$ cat src/sv/afd_pkg.sv
package afd_pkg;

  localparam logic [7:0] START_BYTE = 8'h7E;

  localparam int CAP_W = 17;
  localparam int CNT_W = 17;
  localparam int LEN_W = 16;

  localparam logic [CAP_W-1:0] CAP_RESET = 17'd256;

  // APB register indexes (word index = paddr[2])
  localparam logic REG_CAP = 1'b0;

  localparam int QDEPTH = 4;
  localparam int QPTR_W = $clog2(QDEPTH);
  localparam int QCNT_W = $clog2(QDEPTH + 1);

  typedef enum logic [1:0] {
    PH_HUNT,
    PH_LEN_HI,
    PH_LEN_LO,
    PH_BODY
  } phase_t;

  typedef enum logic [1:0] {
    ST_PROG  = 2'd0,
    ST_OK    = 2'd1,
    ST_BAD   = 2'd2,
    ST_TRUNC = 2'd3
  } status_t;

  // One classified body byte, front to back
  typedef struct packed {
    logic [7:0]       data;
    logic [LEN_W-1:0] idx;
    logic [LEN_W-1:0] len;
    logic             last;
    logic             trunc;
  } body_ent_t;

endpackage

$ cat src/sv/api_frame_deframer.sv
// Channel  | Handshake              | Payload
// ---------+------------------------+--------------------------------------------
// in       | in_valid / in_stall    | in_rx_byte[7:0]
// out      | out_valid / out_stall  | out_data_byte, out_byte_index, out_frame_length,
//          |                        | out_last, out_status
// config   | APB psel/penable/...   | body_capacity at byte address 0
//
// One item per cycle sustained while in_stall is low; an accepted body byte is queued, then registered on out.
// The front classifies combinationally; a 4-entry queue feeds the back's output register.
// in_stall rises only when the queue holds 4 items (out stalled long enough).
// Synchronous active-low reset: hunting for 0x7E, body_capacity = 256, queue empty.
module api_frame_deframer import afd_pkg::*; (
  input  logic             clk,
  input  logic             rst_n,
  // input channel
  input  logic             in_valid,
  output logic             in_stall,
  input  logic [7:0]       in_rx_byte,
  // result channel
  output logic             out_valid,
  input  logic             out_stall,
  output logic [7:0]       out_data_byte,
  output logic [LEN_W-1:0] out_byte_index,
  output logic [LEN_W-1:0] out_frame_length,
  output logic             out_last,
  output logic [1:0]       out_status,
  // APB configuration port
  input  logic             psel,
  input  logic             penable,
  input  logic             pwrite,
  input  logic [2:0]       paddr,
  input  logic [31:0]      pwdata,
  output logic [31:0]      prdata,
  output logic             pready
);

  logic [CAP_W-1:0] cap_r;
  logic             cfg_wr;
  logic             in_acc;
  logic             q_push, q_pop, q_full, q_empty;
  body_ent_t        q_wdata, q_rdata;

  // --- configuration register ---
  assign pready = 1'b1;
  assign cfg_wr = psel && penable && pwrite && pready;

  always_ff @(posedge clk) begin
    if (!rst_n) begin
      cap_r <= CAP_RESET;
    end else if (cfg_wr && paddr[2] == REG_CAP) begin
      cap_r <= pwdata[CAP_W-1:0];
    end
  end

  assign prdata = (paddr[2] == REG_CAP) ? {{(32-CAP_W){1'b0}}, cap_r} : 32'd0;

  // --- input handshake ---
  assign in_stall = q_full;
  assign in_acc   = in_valid && !in_stall;

  // front: start/length parsing, body count and frame end decision
  afd_front u_front (
    .clk     (clk),
    .rst_n   (rst_n),
    .acc     (in_acc),
    .rx_byte (in_rx_byte),
    .cap     (cap_r),
    .push    (q_push),
    .ent     (q_wdata)
  );

  // decoupling queue between front and back
  afd_fifo u_fifo (
    .clk   (clk),
    .rst_n (rst_n),
    .push  (q_push),
    .wdata (q_wdata),
    .full  (q_full),
    .pop   (q_pop),
    .rdata (q_rdata),
    .empty (q_empty)
  );

  // back: running checksum, final status, output register
  afd_back u_back (
    .clk              (clk),
    .rst_n            (rst_n),
    .ent              (q_rdata),
    .empty            (q_empty),
    .pop              (q_pop),
    .out_valid        (out_valid),
    .out_stall        (out_stall),
    .out_data_byte    (out_data_byte),
    .out_byte_index   (out_byte_index),
    .out_frame_length (out_frame_length),
    .out_last         (out_last),
    .out_status       (out_status)
  );

endmodule

$ cat src/sv/afd_front.sv
module afd_front import afd_pkg::*; (
  input  logic             clk,
  input  logic             rst_n,
  input  logic             acc,
  input  logic [7:0]       rx_byte,
  input  logic [CAP_W-1:0] cap,
  output logic             push,
  output body_ent_t        ent
);

  phase_t           phase_r, phase_nxt;
  logic [7:0]       len_hi_r, len_hi_nxt;
  logic [CNT_W-1:0] body_len_r, body_len_nxt;
  logic [CNT_W-1:0] count_r, count_nxt;
  logic [CNT_W-1:0] cap_eff;
  logic [CNT_W-1:0] count_inc;
  logic             is_start;

  assign cap_eff   = (cap == '0) ? CNT_W'(1) : cap;
  assign count_inc = count_r + CNT_W'(1);
  assign is_start  = (rx_byte == START_BYTE);

  always_ff @(posedge clk) begin
    if (!rst_n) begin
      phase_r    <= PH_HUNT;
      len_hi_r   <= '0;
      body_len_r <= '0;
      count_r    <= '0;
    end else begin
      phase_r    <= phase_nxt;
      len_hi_r   <= len_hi_nxt;
      body_len_r <= body_len_nxt;
      count_r    <= count_nxt;
    end
  end

  always_comb begin
    phase_nxt    = phase_r;
    len_hi_nxt   = len_hi_r;
    body_len_nxt = body_len_r;
    count_nxt    = count_r;
    push         = 1'b0;
    ent.data     = rx_byte;
    ent.idx      = count_r[LEN_W-1:0];
    ent.len      = LEN_W'(body_len_r - CNT_W'(1));
    ent.last     = 1'b0;
    ent.trunc    = 1'b0;
    if (acc) begin
      case (phase_r)
        PH_HUNT: begin
          if (is_start) phase_nxt = PH_LEN_HI;
        end
        PH_LEN_HI: begin
          if (!is_start) begin
            len_hi_nxt = rx_byte;
            phase_nxt  = PH_LEN_LO;
          end
        end
        PH_LEN_LO: begin
          if (is_start) begin
            phase_nxt = PH_LEN_HI;
          end else begin
            body_len_nxt = {1'b0, len_hi_r, rx_byte} + CNT_W'(1);
            count_nxt    = '0;
            phase_nxt    = PH_BODY;
          end
        end
        PH_BODY: begin
          push      = 1'b1;
          count_nxt = count_inc;
          if (count_inc >= body_len_r) begin
            ent.last  = 1'b1;
            phase_nxt = PH_HUNT;
          end else if (count_inc >= cap_eff) begin
            ent.last  = 1'b1;
            ent.trunc = 1'b1;
            phase_nxt = PH_HUNT;
          end
        end
        default: phase_nxt = PH_HUNT;
      endcase
    end
  end

  a_body_push: assert property (@(posedge clk) disable iff (!rst_n)
    (acc && phase_r == PH_BODY) |-> push)
    else $error("body byte not queued");

  a_last_hunt: assert property (@(posedge clk) disable iff (!rst_n)
    (push && ent.last) |=> (phase_r == PH_HUNT))
    else $error("frame end did not return to hunt");

endmodule

$ cat src/sv/afd_fifo.sv
module afd_fifo import afd_pkg::*; (
  input  logic      clk,
  input  logic      rst_n,
  input  logic      push,
  input  body_ent_t wdata,
  output logic      full,
  input  logic      pop,
  output body_ent_t rdata,
  output logic      empty
);

  body_ent_t         mem_r [QDEPTH];
  logic [QPTR_W-1:0] wr_ptr_r, rd_ptr_r;
  logic [QCNT_W-1:0] cnt_r;

  assign full  = (cnt_r == QCNT_W'(QDEPTH));
  assign empty = (cnt_r == '0);
  assign rdata = mem_r[rd_ptr_r];

  always_ff @(posedge clk) begin
    if (push) mem_r[wr_ptr_r] <= wdata;
  end

  always_ff @(posedge clk) begin
    if (!rst_n) begin
      wr_ptr_r <= '0;
      rd_ptr_r <= '0;
      cnt_r    <= '0;
    end else begin
      if (push) wr_ptr_r <= wr_ptr_r + QPTR_W'(1);
      if (pop)  rd_ptr_r <= rd_ptr_r + QPTR_W'(1);
      if (push && !pop)      cnt_r <= cnt_r + QCNT_W'(1);
      else if (pop && !push) cnt_r <= cnt_r - QCNT_W'(1);
    end
  end

  a_no_overflow: assert property (@(posedge clk) disable iff (!rst_n)
    !(push && full) && !(pop && empty))
    else $error("queue overflow or underflow");

endmodule

$ cat src/sv/afd_back.sv
module afd_back import afd_pkg::*; (
  input  logic             clk,
  input  logic             rst_n,
  input  body_ent_t        ent,
  input  logic             empty,
  output logic             pop,
  output logic             out_valid,
  input  logic             out_stall,
  output logic [7:0]       out_data_byte,
  output logic [LEN_W-1:0] out_byte_index,
  output logic [LEN_W-1:0] out_frame_length,
  output logic             out_last,
  output logic [1:0]       out_status
);

  logic             valid_r;
  logic [7:0]       sum_r, sum_nxt;
  logic [7:0]       data_r;
  logic [LEN_W-1:0] idx_r, len_r;
  logic             last_r;
  status_t          status_r, status_nxt;

  assign pop = !empty && (!valid_r || !out_stall);

  // sum restarts on the first body byte of each frame
  assign sum_nxt = ((ent.idx == '0) ? 8'h00 : sum_r) + ent.data;

  always_comb begin
    if (!ent.last)      status_nxt = ST_PROG;
    else if (ent.trunc) status_nxt = ST_TRUNC;
    else if (sum_nxt == 8'hFF) status_nxt = ST_OK;
    else                status_nxt = ST_BAD;
  end

  always_ff @(posedge clk) begin
    if (!rst_n) begin
      valid_r <= 1'b0;
      sum_r   <= '0;
    end else begin
      if (pop) begin
        valid_r <= 1'b1;
        sum_r   <= sum_nxt;
      end else if (!out_stall) begin
        valid_r <= 1'b0;
      end
    end
  end

  always_ff @(posedge clk) begin
    if (pop) begin
      data_r   <= ent.data;
      idx_r    <= ent.idx;
      len_r    <= ent.len;
      last_r   <= ent.last;
      status_r <= status_nxt;
    end
  end

  assign out_valid        = valid_r;
  assign out_data_byte    = data_r;
  assign out_byte_index   = idx_r;
  assign out_frame_length = len_r;
  assign out_last         = last_r;
  assign out_status       = status_r;

  a_status_last: assert property (@(posedge clk) disable iff (!rst_n)
    valid_r |-> ((status_r != ST_PROG) == last_r))
    else $error("final status without last, or last without status");

  a_no_pop_held: assert property (@(posedge clk) disable iff (!rst_n)
    (valid_r && out_stall) |-> !pop)
    else $error("output register overwritten while held");

endmodule

$ cat config.mk
export PLATFORM = sky130hd
export DESIGN_NAME = api_frame_deframer
export DESIGN_NICKNAME = d
export VERILOG_FILES = /design/src/sv/afd_pkg.sv /design/src/sv/api_frame_deframer.sv /design/src/sv/afd_front.sv /design/src/sv/afd_fifo.sv /design/src/sv/afd_back.sv
export SDC_FILE = /design/constraint.sdc
export NUM_CORES = 1
export LEC_CHECK = 0
export ABC_AREA = 1
export BUFFER_PORTS_ARGS = -buffer_cell sky130_fd_sc_hd__buf_2
export CORE_MARGIN = 3
export CORE_UTILIZATION = 35
export CTS_BUF_LIST = sky130_fd_sc_hd__clkbuf_4 sky130_fd_sc_hd__clkbuf_8 sky130_fd_sc_hd__clkbuf_16
export CTS_CLUSTER_SIZE = 20
export DETAILED_ROUTE_END_ITERATION = 12
export SETUP_SLACK_MARGIN = 0.2
export SYNTH_ARGS = -nofsm -noshare
export SYNTH_HDL_FRONTEND = slang
export SYNTH_HIERARCHICAL = 1
export SYNTH_SLANG_ARGS = --single-unit
$ cat constraint.sdc
create_clock -name clk -period 5.53 [get_ports clk]
set_clock_uncertainty 0.05 [all_clocks]
set_input_delay 1.106 -clock clk [delete_from_list [all_inputs] [get_ports clk]]
set_output_delay 1.106 -clock clk [all_outputs]
set_load 0.05 [all_outputs]
==> flow_metrics.env, run 1 <==
export IMPL_crit_type="register to register"
export IMPL_syn_avg_cell_area_sq_um=9.95
export IMPL_setup_violations=0
export IMPL_synthToLayoutAreaGrowth_pct=13.6
export IMPL_synth_edf_count=211
export IMPL_holdCritPathClass="register to register"
export IMPL_dp_hpwl_mm=20.4
export IMPL_power_frac_comb_pct=31.2
export IMPL_use_met2_pct=24.3
export IMPL_postCtsSetupBuffers=0
export IMPL_port_buffers=94
export IMPL_tightest_slew_ns=0.877
export IMPL_powerDensity_nw_per_um2=484
export IMPL_layout_nets=1555
export IMPL_cp_slowest_cell="dfxtp_2"
export IMPL_crit_path_max_incr_delay_ns=0.72
export IMPL_die_w_um=204
export IMPL_syn_inst=1380
export IMPL_setup_tns_ns=0
export IMPL_grtUsageTotal_pct=14.3
export IMPL_cts_path_max_buffers=3
export IMPL_hold_violations=0
export IMPL_hold_ws_ns=0.412
export IMPL_synth_ff_type="edfxtp_1"
export IMPL_clk_latency_ns=0.52
export IMPL_rsz0062_at_grt="false"
export IMPL_cts_sinks=290
export IMPL_worst_path_buf_inv=5
export IMPL_core_area_sq_um=38200
export IMPL_design_area_sq_um=15600
export IMPL_num_rows=71
export IMPL_grt_pass1_wl_mm=47.9
export IMPL_synth_seq_cells=290
export IMPL_pin_count=128
export IMPL_start_kind="register"
export IMPL_path_cells="inv_2 > o21ai_0 > o22ai_1 > nor2_1 > nand2_1 > nor2_1 > nand2_1 > inv_1 > nor2_1 > ha_1 > inv_1 > fa_1 > inv_1 > nand2_1 > nor2_1 > nand3_1 > nor2_1 > nand2_1 > nor2_2 > nand3_1 > nand2_1 > inv_1"
export IMPL_ys_warn_count=6
export IMPL_cts_repair_resized=0
export IMPL_clkTransAtPathRegs_ns=0.06
export IMPL_crit_required_ns=5.76
export IMPL_leakage_nw=6.28
export IMPL_status="completed"
export IMPL_viasPerCell=4.72
export IMPL_final_max_slew_viol_count=0
export IMPL_die_area_sq_um=41600
export IMPL_fmax_mhz=227
export IMPL_drive_gt1_share_pct=15.2
export IMPL_start_util_pct=35.9
export IMPL_place_gp_congestion=0.855
export IMPL_drc=0
export IMPL_wl_mm=30.1
export IMPL_synthArstFlopShare_pct=0
export IMPL_seqPwrFrac_pct=37.9
export IMPL_ys_seq_area_share_pct=57.7
export IMPL_grt_pass1_vias=9090
export IMPL_min_period_over_period_pct=79.5
export IMPL_p_clk_share_pct=30.8
export IMPL_p_sw_mw=2.80
export IMPL_synth_cell_type_count=49
export IMPL_antenna_found_initial=0
export IMPL_holdBufCountCts=0
export IMPL_use_met1_pct=19.2
export IMPL_cts_buffers=34
export IMPL_endpoint_kind="register"
export IMPL_grt_overflow_total=0
export IMPL_grt_max_degree=56
export IMPL_p_sw_share_pct=37.1
export IMPL_avgRoutedWirePerCell_um=15.1
export IMPL_cp_max_fo=49
export IMPL_die_h_um=204
export IMPL_clockRootBuffer="clkbuf_16"
export IMPL_path_delay_family="simple AND/OR/NAND/NOR gates"
export IMPL_grtUsageMet3_pct=2.36
export IMPL_min_period_ns=4.40
export IMPL_n_fill_cell=3733
export IMPL_timing_slew_headroom_pct=41.5
export IMPL_drtIter0Drc=605
export IMPL_ir_worst_vdd_mv=0.185
export IMPL_cp_arrival_ns=4.62
export IMPL_netlist_area_sq_um=13700
export IMPL_intPower_mw=4.75
export IMPL_cts_tree="yes"
export IMPL_busiest_layer="met2"
export IMPL_dr_pass1_iters=5
export IMPL_max_cap_violations=0
export IMPL_ant_nets=0
export IMPL_vias=9394
export IMPL_cts_htree_levels=2
export IMPL_place_area_sq_um=14400
cells by family after synthesis:
group                      Yosys count  synth area share (%)
buffers and inverters              270                  9.41
DFF                                290                  57.7
adders and majority gates           52                  4.85
AOI/OAI and AO/OA                  250                  9.91
xor gates and xnor gates            38                  2.59
other                                2                0.0547
and+or+nand+nor                    478                  15.5
power by group through the flow:
stage	combinational (mW)	sequential (mW)	clock [mW]
final	2.35	2.86	2.33
after global routing	2.60	2.89	2.47
after CTS	2.37	2.87	2.38
after detailed placement	2.37	2.91	0
after global placement	2.34	2.91	0
after floorplan	1.28	3.46	0
cell usage in the layout (no fill, tap or decap), drive strengths merged, types with 15 or more instances in the layout:
| cell type | instances |
|---|---|
| a21oi | 69 |
| buf | 107 |
| clkbuf | 39 |
| clkinv | 15 |
| conb | 16 |
| dfxtp | 79 |
| edfxtp | 211 |
| ha | 50 |
| inv | 185 |
| nand2 | 177 |
| nand3 | 56 |
| nor2 | 213 |
| nor3 | 15 |
| o21ai | 122 |
| o22ai | 42 |
| xor2 | 33 |
cell type report:
type	instances	area [sq um]	share of cell area (%)
inverter	186	699	4.48
tap	511	639	4.10
multi-input combinational	834	4580	29.4
sequential	290	7920	50.8
clock buffer	39	901	5.78
antenna	1	2.50	0.0160
clock inverter	22	289	1.85
timing repair buffer	107	568	3.64
per-layer routing:
| layer | wire length, um | vias up |
|---|---|---|
| met5 | 0 | - |
| met4 | 621 | 0 |
| met3 | 1720 | 40 |
| met2 | 14000 | 269 |
| met1 | 13800 | 4362 |
| li1 | - | 4723 |
Yosys cell counts, types with 3 or more instances:
| cell type | n | area share, % |
|---|---|---|
| o211ai_1 | 3 | 0.16 |
| buf_4 | 44 | 2.4 |
| dfxtp_1 | 79 | 12 |
| nand2_1 | 167 | 4.6 |
| inv_1 | 180 | 4.9 |
| clkbuf_1 | 17 | 0.46 |
| nand2_2 | 9 | 0.41 |
| a21oi_1 | 68 | 2.5 |
| buf_2 | 10 | 0.36 |
| o22ai_1 | 42 | 1.9 |
| nand3_2 | 4 | 0.29 |
| edfxtp_1 | 211 | 46 |
| xnor2_2 | 3 | 0.36 |
| o21ai_0 | 94 | 3.4 |
| nor2_2 | 22 | 1.0 |
| buf_6 | 11 | 0.90 |
| ha_1 | 50 | 4.6 |
| nand3_1 | 51 | 1.9 |
| o21ai_1 | 28 | 1.0 |
| nand4_1 | 11 | 0.50 |
| nor3_1 | 10 | 0.36 |
| a21o_1 | 3 | 0.16 |
| nor2_1 | 188 | 5.1 |
| nor3_4 | 3 | 0.36 |
| inv_2 | 5 | 0.14 |
| a211oi_1 | 7 | 0.38 |
| xor2_1 | 33 | 2.1 |
worst register-to-register path: cells and delay by family (launching register included):
family                   cells  cell delay (ns)
AND/OR/NAND/NOR             13             1.33
buffers and inverters        5             0.95
flip-flops                   1             0.72
adder cells (fa/ha/maj)      2             0.65
AO/OA/AOI/OAI                2             0.45
sequential cells by signal (all words and copies together) (netlist names), 2 cells and up, named ones only:
signal,cells
u_front/body_len_r,17
u_fifo/mem_r,168
u_back/out_frame_length,16
u_front/phase_r,2
u_fifo/rd_ptr_r,2
u_fifo/cnt_r,3
u_back/out_status,2
u_back/out_byte_index,16
u_back/out_data_byte,8
u_front/len_hi_r,8
u_back/sum_r,8
cap_r,17
u_fifo/wr_ptr_r,2
u_front/count_r,17
path summary, 6_finish.rpt:
check / from / to / depth (start not counted) / slack, ns
setup reg to reg: register / u_back/out_status[1] / 22 / 1.13
setup / recovery: register / u_back/out_status[1] / 22 / 1.13
hold reg to reg: u_fifo/rd_ptr_r[1] / register / 1 / 0.41
hold / removal: u_fifo/rd_ptr_r[1] / register / 1 / 0.41
per-stage QoR:
step           util [%]  total power [mW]  setup slack (ns)  cells
2_1_floorplan         -              4.74              2.18   1394
3_3_place_gp       37.7              5.25              1.19   1928
3_5_place_dp       37.7              5.28              1.13   1928
4_1_cts            40.8              7.62              1.11   1989
5_1_grt            40.8              7.96             0.733   1989
6_report           40.8              7.54              1.13   1990
Power figures use the tool's default switching activity.
==> inputs of run 2 (changes only) <==
==> constraint.sdc (replaced) <==
create_clock -name clk -period 3.85 [get_ports clk]
set_clock_uncertainty 0.05 [all_clocks]
set_input_delay 0.77 -clock clk [delete_from_list [all_inputs] [get_ports clk]]
set_output_delay 0.77 -clock clk [all_outputs]
set_load 0.05 [all_outputs]
==> flow_metrics.env, run 2 (same netlist as run 1, synthesis figures left out) <==
export IMPL_status="completed"
export IMPL_holdCritPathClass="primary input to register"
export IMPL_die_w_um=204
export IMPL_crit_required_ns=4.06
export IMPL_cp_slowest_cell="dfxtp_1"
export IMPL_regMostFlops="u_fifo/mem_r"
export IMPL_place_area_sq_um=14500
export IMPL_cts_tree="yes"
export IMPL_p_clk_share_pct=27.5
export IMPL_cts_sinks=290
export IMPL_grt_overflow_total=0
export IMPL_final_max_slew_viol_count=0
export IMPL_holdBufCountCts=0
export IMPL_min_period_ns=3.40
export IMPL_rsz0062_at_grt="false"
export IMPL_antenna_found_initial=0
export IMPL_die_h_um=204
export IMPL_hold_violations=0
export IMPL_clk_latency_ns=0.56
export IMPL_start_util_pct=35.9
export IMPL_final_cells=1993
export IMPL_place_gp_congestion=0.833
export IMPL_cts_htree_levels=1
export IMPL_drive_gt1_share_pct=15.7
export IMPL_num_rows=71
export IMPL_clockRootBuffer="clkbuf_16"
export IMPL_port_buffers=94
export IMPL_leakage_nw=6.25
export IMPL_seqPwrFrac_pct=39.0
export IMPL_dr_pass1_iters=5
export IMPL_p_sw_share_pct=37.5
export IMPL_layout_common_cells="edfxtp_1, nor2_1, inv_1, nand2_1"
export IMPL_grt_pass1_wl_mm=46.4
export IMPL_drtIter0Drc=544
export IMPL_powerDensity_nw_per_um2=668
export IMPL_start_kind="register"
export IMPL_r2r_start="u_front/count_r[1]"
export IMPL_final_common_cell="edfxtp_1"
export IMPL_die_area_sq_um=41600
export IMPL_synthToLayoutAreaGrowth_pct=13.2
export IMPL_grt_pass1_vias=8694
export IMPL_grt_max_degree=53
export IMPL_clkTransAtPathRegs_ns=0.06
export IMPL_wl_mm=29.4
export IMPL_vias=9283
export IMPL_tightest_slew_ns=0.748
export IMPL_diodes=0
export IMPL_setup_tns_ns=0
export IMPL_worst_path_buf_inv=2
export IMPL_largest_reg_flops=168
export IMPL_hold_ws_ns=0.387
export IMPL_grtUsageTotal_pct=13.9
export IMPL_layout_nets=1559
export IMPL_timing_slew_headroom_pct=50.1
export IMPL_fmax_mhz=294
export IMPL_setup_violations=0
export IMPL_path_delay_family="simple AND/OR/NAND/NOR gates"
export IMPL_n_fill_cell=3758
export IMPL_design_area_sq_um=15500
export IMPL_avgRoutedWirePerCell_um=14.7
export IMPL_worstHoldStart="pwdata[8]"
export IMPL_crit_start="u_front/count_r[1]"
export IMPL_crit_type="register to register"
export IMPL_cp_arrival_ns=3.61
export IMPL_pin_count=128
export IMPL_intPower_mw=6.49
export IMPL_crit_path_max_incr_delay_ns=0.45
export IMPL_power_frac_comb_pct=33.5
export IMPL_cp_max_fo=6
export IMPL_cts_path_max_buffers=3
export IMPL_path_cells="ha_1 > nand2_1 > inv_1 > nand3_2 > nor3_4 > nand3_1 > xor2_1 > ha_1 > nand2_1 > inv_1 > nand3_1 > nor2_1 > nor2_1 > nand2_1 > nor2_1 > a21oi_1"
export IMPL_cts_buffers=31
export IMPL_placed_cells=1934
export IMPL_p_sw_mw=3.89
export IMPL_ir_worst_vdd_mv=0.303
export IMPL_ant_nets=0
export IMPL_core_area_sq_um=38200
export IMPL_min_period_over_period_pct=88.3
export IMPL_drc=0
export IMPL_endpoint_kind="register"
export IMPL_viasPerCell=4.66
export IMPL_dp_hpwl_mm=19.9
export IMPL_max_cap_violations=0
==> run 2: power by group through the flow <==
stage	clock network (mW)	logic [mW]	registers, mW
after detailed placement	0	3.49	4.12
after CTS	2.92	3.50	4.05
final	2.86	3.47	4.05
after floorplan	0	1.84	4.98
after global routing	3.06	3.84	4.09
after global placement	0	3.44	4.11
==> run 2: worst register-to-register path: stages (launching register included) <==
cell     delay, ns
dfxtp_1       0.45
ha_1          0.22
nand2_1       0.07
inv_1         0.10
nand3_2       0.11
nor3_4        0.26
nand3_1       0.17
xor2_1        0.37
ha_1          0.34
nand2_1       0.10
inv_1         0.05
nand3_1       0.10
nor2_1        0.06
nor2_1        0.08
nand2_1       0.06
nor2_1        0.30
a21oi_1       0.23
==> run 2: final cells by class <==
type	instances	area [sq um]	area share, %
clock buffer	47	940	6.05
clock inverter	11	68.8	0.443
inverter	186	702	4.52
multi-input combinational	834	4580	29.5
sequential	290	7920	51.0
tap	511	639	4.12
timing repair buffer	114	687	4.42
==> run 2: final timing paths <==
| path | end | slack [ns] | cells past startpoint |
|---|---|---|---|
| setup / recovery | u_fifo/mem_r[3][1] | 0.45 | 16 |
| hold / removal | cap_r[8] | 0.39 | 3 |
| setup reg to reg | u_fifo/mem_r[3][1] | 0.45 | 16 |
| hold reg to reg | register | 0.41 | 1 |
==> run 2: timing repair <==
action / CTS / global route
endpoints found under the setup margin: 0 / 2
buffers inserted: 0 / 1
gates resized for setup: 0 / 4
==> run 2: through the flow <==
step	setup slack [ns]	util [%]	total power [mW]
2_1_floorplan	0.564	-	6.82
3_3_place_gp	0.329	38.0	7.55
3_5_place_dp	0.325	38.0	7.61
4_1_cts	0.337	40.6	10.5
5_1_grt	0.205	40.7	11.0
6_report	0.451	40.7	10.4
==> run 2: layer usage <==
metal  track usage [%]  vias up  share of wire, %  wire, um
met2              22.8      202                46     13400
li1                  -     4741                 -         -
met3              2.05       43               4.9      1430
met4              3.66        0               1.9       565
met5                 0        -                 0         0
met1              19.4     4297                47     13900
